<file path="src/rtl/ttt_pkg.sv">
// Package with the shared constants, operation codes and control types of the taint tag table.
package ttt_pkg;

    localparam int INST_IDS     = 4096;
    localparam int ID_W         = $clog2(INST_IDS);
    localparam int ADDR_ENTRIES = 64;
    localparam int ENTRY_IDX_W  = $clog2(ADDR_ENTRIES);
    localparam int ADDR_W       = 64;
    localparam int OFF_W        = 32;
    localparam int MODE_W       = 4;

    localparam logic [ID_W-1:0] CLEAR_LAST = ID_W'(INST_IDS - 1);

    localparam logic [MODE_W-1:0] MODE_QINST    = 4'd0;
    localparam logic [MODE_W-1:0] MODE_QADDR    = 4'd1;
    localparam logic [MODE_W-1:0] MODE_MARKINST = 4'd2;
    localparam logic [MODE_W-1:0] MODE_MARKADDR = 4'd3;
    localparam logic [MODE_W-1:0] MODE_RMINST   = 4'd4;
    localparam logic [MODE_W-1:0] MODE_RMADDR   = 4'd5;
    localparam logic [MODE_W-1:0] MODE_R2R      = 4'd6;
    localparam logic [MODE_W-1:0] MODE_R2M      = 4'd7;
    localparam logic [MODE_W-1:0] MODE_M2R      = 4'd8;
    localparam logic [MODE_W-1:0] MODE_M2M      = 4'd9;

    typedef enum logic [1:0] {
        ST_CLEAR,
        ST_IDLE,
        ST_EXEC
    } state_t;

    typedef struct packed {
        logic load;
        logic exec;
        logic clear;
    } ctrl_cmd_t;

    typedef struct packed {
        logic clear_last;
        logic out_busy;
    } dp_status_t;

    typedef struct packed {
        logic                   set;
        logic                   clr;
        logic [ENTRY_IDX_W-1:0] idx;
        logic [ADDR_W-1:0]      addr;
        logic [OFF_W-1:0]       off;
    } cam_wr_t;

    typedef struct packed {
        logic                   src_hit;
        logic [ENTRY_IDX_W-1:0] src_idx;
        logic                   dst_hit;
        logic [ENTRY_IDX_W-1:0] dst_idx;
        logic                   free_found;
        logic [ENTRY_IDX_W-1:0] free_idx;
    } cam_look_t;

endpackage

</file>
<file path="src/rtl/ttt_ctrl.sv">
// Controller state machine that sequences the memory clear, transaction intake and execution.
module ttt_ctrl (
    input  logic                clk,
    input  logic                rst_n,
    input  logic                in_valid,
    output logic                in_stall,
    input  ttt_pkg::dp_status_t status,
    output ttt_pkg::ctrl_cmd_t  cmd
);

    ttt_pkg::state_t state_reg;
    ttt_pkg::state_t state_next;

    always_ff @(posedge clk or negedge rst_n)
    begin
        if (!rst_n)
        begin
            state_reg <= ttt_pkg::ST_CLEAR;
        end
        else
        begin
            state_reg <= state_next;
        end
    end

    always_comb
    begin
        state_next = state_reg;
        unique case (state_reg)
            ttt_pkg::ST_CLEAR:
            begin
                if (status.clear_last)
                begin
                    state_next = ttt_pkg::ST_IDLE;
                end
            end
            ttt_pkg::ST_IDLE:
            begin
                if (in_valid && !status.out_busy)
                begin
                    state_next = ttt_pkg::ST_EXEC;
                end
            end
            ttt_pkg::ST_EXEC:
            begin
                state_next = ttt_pkg::ST_IDLE;
            end
            default:
            begin
                state_next = ttt_pkg::ST_CLEAR;
            end
        endcase
    end

    always_comb
    begin
        cmd      = '0;
        in_stall = 1'b1;
        unique case (state_reg)
            ttt_pkg::ST_CLEAR:
            begin
                cmd.clear = 1'b1;
            end
            ttt_pkg::ST_IDLE:
            begin
                in_stall = status.out_busy;
                cmd.load = in_valid && !status.out_busy;
            end
            ttt_pkg::ST_EXEC:
            begin
                cmd.exec = 1'b1;
            end
            default:
            begin
                cmd = '0;
            end
        endcase
    end

endmodule

</file>
<file path="config.mk">
export PLATFORM = sky130hd
export DESIGN_NAME = ttt_ctrl
export DESIGN_NICKNAME = d
export VERILOG_FILES = /design/src/rtl/ttt_pkg.sv /design/src/rtl/ttt_ctrl.sv
export SDC_FILE = /design/constraint.sdc
export NUM_CORES = 1
export LEC_CHECK = 0
export ABC_AREA = 1
export BUFFER_PORTS_ARGS = -buffer_cell sky130_fd_sc_hd__buf_2
export CAP_MARGIN = 10
export CORE_AREA = 2 2 39 41
export CTS_CLUSTER_SIZE = 24
export DETAILED_ROUTE_END_ITERATION = 16
export DIE_AREA = 0 0 41 43
export PLACE_DENSITY = 0.3
export SLEW_MARGIN = 40
export SYNTH_ARGS = -nofsm -noshare
export SYNTH_HDL_FRONTEND = slang
export SYNTH_SLANG_ARGS = --single-unit
</file>
<file path="constraint.sdc">
create_clock -name clk -period 1.1 [get_ports clk]
set_input_delay 0.055 -clock clk [delete_from_list [all_inputs] [get_ports clk]]
set_output_delay 0.055 -clock clk [all_outputs]
set_load 0.05 [all_outputs]
</file>
; ---- Yosys cells after proc, flatten, opt, wreduce, memory -nomap -nowiden
; Cells that the tools add are included.
[word_totals]
reg_bits = 2
inputBits = 5
output_inout_bits = 4
word_cells = 16
[classes]
n_eq_ne = 4
mux = 7
reduce_logical = 4
[ops]
columns = op, n
row1 = 2-bit case mux with 3 select lines, 1
row2 = 1-bit 2-to-1 mux, 4
row3 = 2-bit 2-to-1 mux, 2
row4 = "2-bit inequality test, second input constant", 2
row5 = "2-bit by 1-bit == test with 1-bit output, second input constant", 1
row6 = "2-bit == test, second input constant", 1
row7 = 2-bit logical NOT, 1
row8 = 2-bit AND reduction, 1
row9 = 1-bit logical AND, 1
row10 = 1-bit logical NOT, 1

; ---- Logic depth before layout (Yosys ltp)
; Gate-level depths: netlist of the first run.
[depth]
depth_word = 4
depth_mapped = 4
ltp_nobuf = 4

; ---- Worst setup path after synthesis of the first run
; Ideal clock, no wire load.
[synth_path]
path_kind = register to output
start = reg state_reg[1]
end = out cmd[2] (netlist bit)
arrival_ps = 1180
setup_slack_ps = -135
path_stages_with_launch = 4
path_buffers = 0
cell_sequence = dfrtp_1 inv_1 nand2_1 nor2_1
[synth_rtl]
columns = element, line_no
row1 = "start, declared", ttt_ctrl.sv:11  ; ttt_pkg::state_t state_reg;
row2 = "start signal, assigned", ttt_ctrl.sv:18  ; state_reg <= ttt_pkg::ST_CLEAR;
row3 = "start signal, assigned", ttt_ctrl.sv:22  ; state_reg <= state_next;
row4 = "end, declared", ttt_ctrl.sv:8  ; output ttt_pkg::ctrl_cmd_t cmd

==> flow_summary.ini, run 1 <==
[outcome]
status = finished clean

[global_route]
grt_max_degree = 5
antenna_found_initial = 0
grt.busiest_layer = met1
gr-usage-all-layers = 0.05427
grt_pass1_wl_microns = 538
met3_usage = 0.06283
grt_overflow = 0
gr-usage-met2 = 0.03438
grt_pass1_vias = 124
grt_use_met1 = 0.07097

[yosys]
synth.distinct_cells = 7
synth-xor-area-share = 0
ys_seq_area_frac = 0.4706
ys_seq_elements = 2
yosys.area_share.simple = 0.3765
syn-cell-area_sq_um = 106.4
synth_fa_ha_area_frac = 0
synth_mux_area_frac = 0
synth_top_family_by_area = simple AND/OR/NAND/NOR gates
syn-instance-count = 16
synthesis.nets = 21
yosysWarnings = 0
postSynthAreaPerCell_sq_um = 6.647
synth_compound_area_frac = 0.04706

[route]
routedWlPerCell_microns = 7.067
first_pass_iters = 4
drtIter0Drc = 7
drc = 0
vias_per_cell = 3.178
ant_nets = 0
via_count = 143
wirelength_microns = 318

[power_and_ir_drop]
pwr-share-clk = 0.236
p_int_uw = 357.6
p_per_area_nw_per_um2 = 2841
leakagePower_uw = 0.0001201
sw_frac_of_total = 0.4787
power_switching_uw = 328.5
combPwrFrac = 0.552
irDropWorstVdd_v = 0.0003899
seq_power_share = 0.212

[setup_path]
critPathLaunchType = flip-flop
timing.rr.end = state_reg[1]
rrSetupSlack_ns = 0.24
required_ns = 1.04
cp_data_arrival_time_ns = 1.04
worst_r2r_path_depth = 4
reg2reg_from = state_reg[1]
end_kind = primary output
path_max_fanout = 4
worstSetupPathType = flip-flop to primary output

[layout]
num_antenna_cells = 0
post_route_cells_drive_above_1_share = 0.7241
final_cell_mix = 5 x clkbuf_4, 4 x nand2_1, 4 x buf_2, 3 x nor2_2
nets = 36
final_area_sq_um = 241.5
area_growth_pct = 127.1
largest_reg_flops = 2
final_cell_count_no_fill = 45
mostFrequentLayoutCell = clkbuf_4

[placement]
placed_cells = 40
hpwl_microns = 237
io_buffers = 8
placed_area_sq_um = 173.9
gp_congestion = 0.5374

[clocking]
cts_tree = built
clock_latency_ns = 0.22
path_clk_slew_ns = 0.03
htreeDepth = 1
clock_path_buffers = 2
clkSinkCount = 2
cts_root_buffer = clkbuf_4
cts_inserted_buffers = 3

[min_path]
hold_depth = 3
whs_endpoint = state_reg[0]
min_path_type = input port to flip-flop
min_from = status[1]

[timing]
slew_headroom = 0.8911
post-route-min-period_ns = 1.091
hold_violations = 0
rsz0062_at_grt = true
setup_viol = 0
worst_slew_pin_slew_ns = 0.1629
maxSlewViolCount = 0
fin_crit_sh = 0.9921
clock.fmax_mhz = 916.3
fin_skew_ns = 0.001093

[floorplan]
die_area_sq_um = 1763
fp.dieW_microns = 41
die_y_microns = 43
coreArea_sq_um = 1384
ios = 9
rows = 14
start_util = 0.07685

[run]
drv_cap = 0
[worst max path at each step]
stage	slack, ns	depth (start not counted)	endpoint	startpoint
after floorplan	0.05	3	cmd[2]	state_reg[1]
after global placement	0.11	4	cmd[2]	state_reg[1]
after detailed placement	0.1	4	cmd[2]	state_reg[1]
after CTS	-0.01	4	cmd[2]	state_reg[1]
after global routing	-0.07	4	cmd[2]	state_reg[1]
final	0.009	4	cmd[2]	state_reg[1]
[timing repair]
action                                  in CTS  in global routing
hold buffers                                 1                  0
buffers inserted                             1                  0
resized for setup                            6                  5
endpoints found under the setup margin       2                  4
endpoints found under the hold margin        2                  0
pin swaps                                    1                  0
[routing by layer]
layer  vias to the layer above  part of all wire
met3                         0              0.15
met2                         9              0.34
met5                         -                 0
met1                        61              0.51
met4                         0                 0
li1                         73                 -
[metrics by stage]
step | setup TNS (ns) | hold slack [ns] | util | setup slack (ns) | total power (uW)
final | 0 | 0.06935 | 0.1745 | 0.008674 | 686.1
after global routing | -0.1042 | 0.07696 | 0.1745 | -0.06944 | 740.7
after CTS | -0.02471 | 0.06048 | 0.1655 | -0.01413 | 669.0
after detailed placement | 0 | -0.1576 | 0.1257 | 0.09840 | 433.9
after global placement | 0 | -0.1579 | 0.1257 | 0.1126 | 427.8
after floorplan | 0 | -0.2406 | - | 0.04823 | 371.2
[power groups by stage]
stage,clock network [uW],registers [uW],logic [uW]
global placement,0,134,294
floorplan,0,130,241
CTS,173,139,357
detailed placement,0,136,298
global route,186,152,403
finish,162,145,379
[synthesized netlist by cell type (all sizes together)]
master,instances,share of area
nand2,5,0.18
dfrtp,2,0.47
o21ai,1,0.047
nor2,5,0.20
inv,3,0.11
[critical path: stages, from the launching register on]
cell and delay [ns]:
dfrtp_2 0.43, inv_2 0.08, nand2_2 0.07, nor2_4 0.08, buf_6 0.16
[cell type report]
cell class              instances  area, sq um
repair buffers                 10        75.07
flip-flops and latches          2        52.55
fillers                       154         1142
clock buffers                   3        22.52
inverters                       3        11.26
multi-input cells              11        60.06
well taps                      16        20.02
[cells by family (layout without fill, tap and decap cells)]
kind of cell / Yosys count / count (layout)
AND/OR/NAND/NOR: 10 / 10
buffers and inverters: 3 / 16
AO/OA/AOI/OAI: 1 / 1
flip-flops: 2 / 2
No activity file was read; power rests on OpenSTA's default activity.
==> run 2: changes to the inputs <==
--- a/config.mk
+++ b/config.mk
@@ -5,14 +5,13 @@
 export SDC_FILE = /design/constraint.sdc
 export NUM_CORES = 1
 export LEC_CHECK = 0
-export ABC_AREA = 1
 export BUFFER_PORTS_ARGS = -buffer_cell sky130_fd_sc_hd__buf_2
 export CAP_MARGIN = 10
 export CORE_AREA = 2 2 39 41
 export CTS_CLUSTER_SIZE = 24
 export DETAILED_ROUTE_END_ITERATION = 16
 export DIE_AREA = 0 0 41 43
-export PLACE_DENSITY = 0.3
+export PLACE_DENSITY = 0.31
 export SLEW_MARGIN = 40
 export SYNTH_ARGS = -nofsm -noshare
 export SYNTH_HDL_FRONTEND = slang
==> constraint.sdc (replaced) <==
create_clock -name clk -period 0.95 [get_ports clk]
set_input_delay 0.0475 -clock clk [delete_from_list [all_inputs] [get_ports clk]]
set_output_delay 0.0475 -clock clk [all_outputs]
set_load 0.05 [all_outputs]
==> flow_summary.ini, run 2 <==
[outcome]
status = finished with violations
violations = setup timing

[timing]
fin_crit_sh = 1.227
setup_viol = 4
hold_violations = 0
maxSlewViolCount = 0
fin_skew_ns = 0.006261
slew_headroom = 0.9055
rsz0062_at_grt = true
whs_ns = 0.06693
post-route-min-period_ns = 1.165
finalWorstSetupSlack_ns = -0.2154
clock.fmax_mhz = 858.1
worst_slew_pin_slew_ns = 0.1416

[setup_path]
cp_data_arrival_time_ns = 1.12
critPathLaunchType = flip-flop
worst_r2r_path_depth = 3
rrSetupSlack_ns = 0.05
worstPathCellList = nand2b_4, or2_1, buf_6
path_max_fanout = 3
crit_path_max_incr_delay_ns = 0.36
critPathSlowestCell = dfrtp_1
end_kind = primary output
reg2reg_from = state_reg[1]
timing.rr.end = state_reg[1]
required_ns = 0.90
worstSetupPathType = flip-flop to primary output

[route]
wirelength_microns = 352
vias_per_cell = 3.286
via_count = 138
drtIter0Drc = 1
ant_nets = 0
drc = 0
routedWlPerCell_microns = 8.381
first_pass_iters = 2

[global_route]
grt_overflow = 0
gr-usage-all-layers = 0.06325
grt_pass1_wl_microns = 634
antenna_found_initial = 0
grt_pass1_vias = 158
grt_max_degree = 5

[yosys]
async_flop_share = 1.000
yosysWarnings = 0
postSynthAreaPerCell_sq_um = 10.35
synth_edf_count = 0
syn-cell-area_sq_um = 113.9
netlist.area_leader.share = 0.4396
synthesis.nets = 16
yosys.area.top_type = dfrtp_1
synthFlopType = dfrtp_1
ys_seq_elements = 2
ys_top_cells_by_area = dfrtp_1 44%, nor3b_1 13%, nand2b_4 12%, and2b_2 7.7%, nor2_1 6.6%
synth_commonest_cells = 2 x dfrtp_1, 2 x nor2_1, 2 x nor3b_1
synth.distinct_cells = 8
ys_seq_area_frac = 0.4396
syn-instance-count = 11

[clocking]
postCtsSetupRepairBufs = 0
path_clk_slew_ns = 0.03
cts_inserted_buffers = 3
htreeDepth = 1
clock_path_buffers = 2
clkSinkCount = 2
cts_tree = built
clock_latency_ns = 0.23
cts_root_buffer = clkbuf_4

[layout]
largest_reg_flops = 2
post_route_cells_drive_above_1_share = 0.7692
final_cell_mix = 5 x buf_6, 4 x buf_2, 3 x clkbuf_4, 2 x buf_4
utilization = 0.2043
mostFrequentLayoutCell = buf_6
final_area_sq_um = 282.8
nets = 33
num_antenna_cells = 0
area_growth_pct = 148.4

[floorplan]
start_util = 0.08228
die_area_sq_um = 1763
ios = 9
coreArea_sq_um = 1384
rows = 14
fp.dieW_microns = 41
die_y_microns = 43

[min_path]
hold_depth = 2
whs_endpoint = state_reg[1]
min_path_type = input port to flip-flop
min_from = status[0]

[run]
drv_cap = 0

[placement]
placed_area_sq_um = 210.2
io_buffers = 8
dp_slack_ns = -0.06684
gp_congestion = 0.5577

[power_and_ir_drop]
leakagePower_uw = 0.0001297
p_per_area_nw_per_um2 = 3163
irDropWorstVdd_v = 0.0007859
## run 2: changes by cell type in the layout (fill, tap and decap cells not counted), moves of 2 or more
cell | before | now
nor2_2 | 3 | 0
nand2_1 | 4 | 0
buf_6 | 2 | 5
inv_2 | 2 | 0
clkbuf_4 | 5 | 3
## run 2: worst max path at each step
stage / start / end / slack [ns]
2_1_floorplan: state_reg[1] / cmd[2] / -0.15
3_3_place_gp: state_reg[1] / cmd[2] / -0.05
3_5_place_dp: state_reg[1] / cmd[2] / -0.07
4_1_cts: state_reg[1] / in_stall / -0.23
5_1_grt: state_reg[1] / in_stall / -0.27
6_report: state_reg[1] / in_stall / -0.22
## run 2: cell type report
class | count | area [sq um]
clock buffer | 3 | 22.52
fill | 163 | 1101
multi-input combinational | 9 | 87.58
sequential | 2 | 51.30
tap | 16 | 20.02
timing repair buffer | 12 | 101.3
## run 2: per-stage QoR
step / total power [uW] / setup TNS (ns) / instances
floorplan: 443.8 / -0.1889 / 11
global placement: 588.6 / -0.06851 / 38
detailed placement: 593.6 / -0.1123 / 38
CTS: 917.8 / -0.7628 / 42
global route: 963.9 / -0.9077 / 42
finish: 894.5 / -0.6861 / 42
## run 2: power by group
group,leakage (uW),switching (uW),total [uW],internal (uW)
clock,0.0000138,50.7,190,140
combinational,0.0000919,294,545,251
sequential,0.0000241,40.2,159,119
total,0.000130,385,894,509
## run 2: logic make-up after synthesis
kind of cell | synth area share
and+or+nand+nor | 0.5055
DFF | 0.4396
AOI/OAI and AO/OA | 0.05498
## run 2: worst max-delay path: cells and delay by family (launching register included)
family                 cells  cell delay (ns)
buffers and inverters      1             0.15
DFF                        1             0.36
and+or+nand+nor            2             0.38
## run 2: what timing repair did
item | 4_1_cts | 5_1_grt
pin swaps | 1 | 1
gates resized for setup | 12 | 0
endpoints found under the hold margin | 2 | 0
hold buffers | 1 | 0
setup endpoints to repair | 5 | 5
## run 2: routing by layer
layer	part of all wire	up-vias	track usage
met1	0.36	65	0.05466
met5	0	-	0
met3	0.088	0	0.06283
li1	-	68	-
met2	0.55	5	0.07813
met4	0	0	0.06000
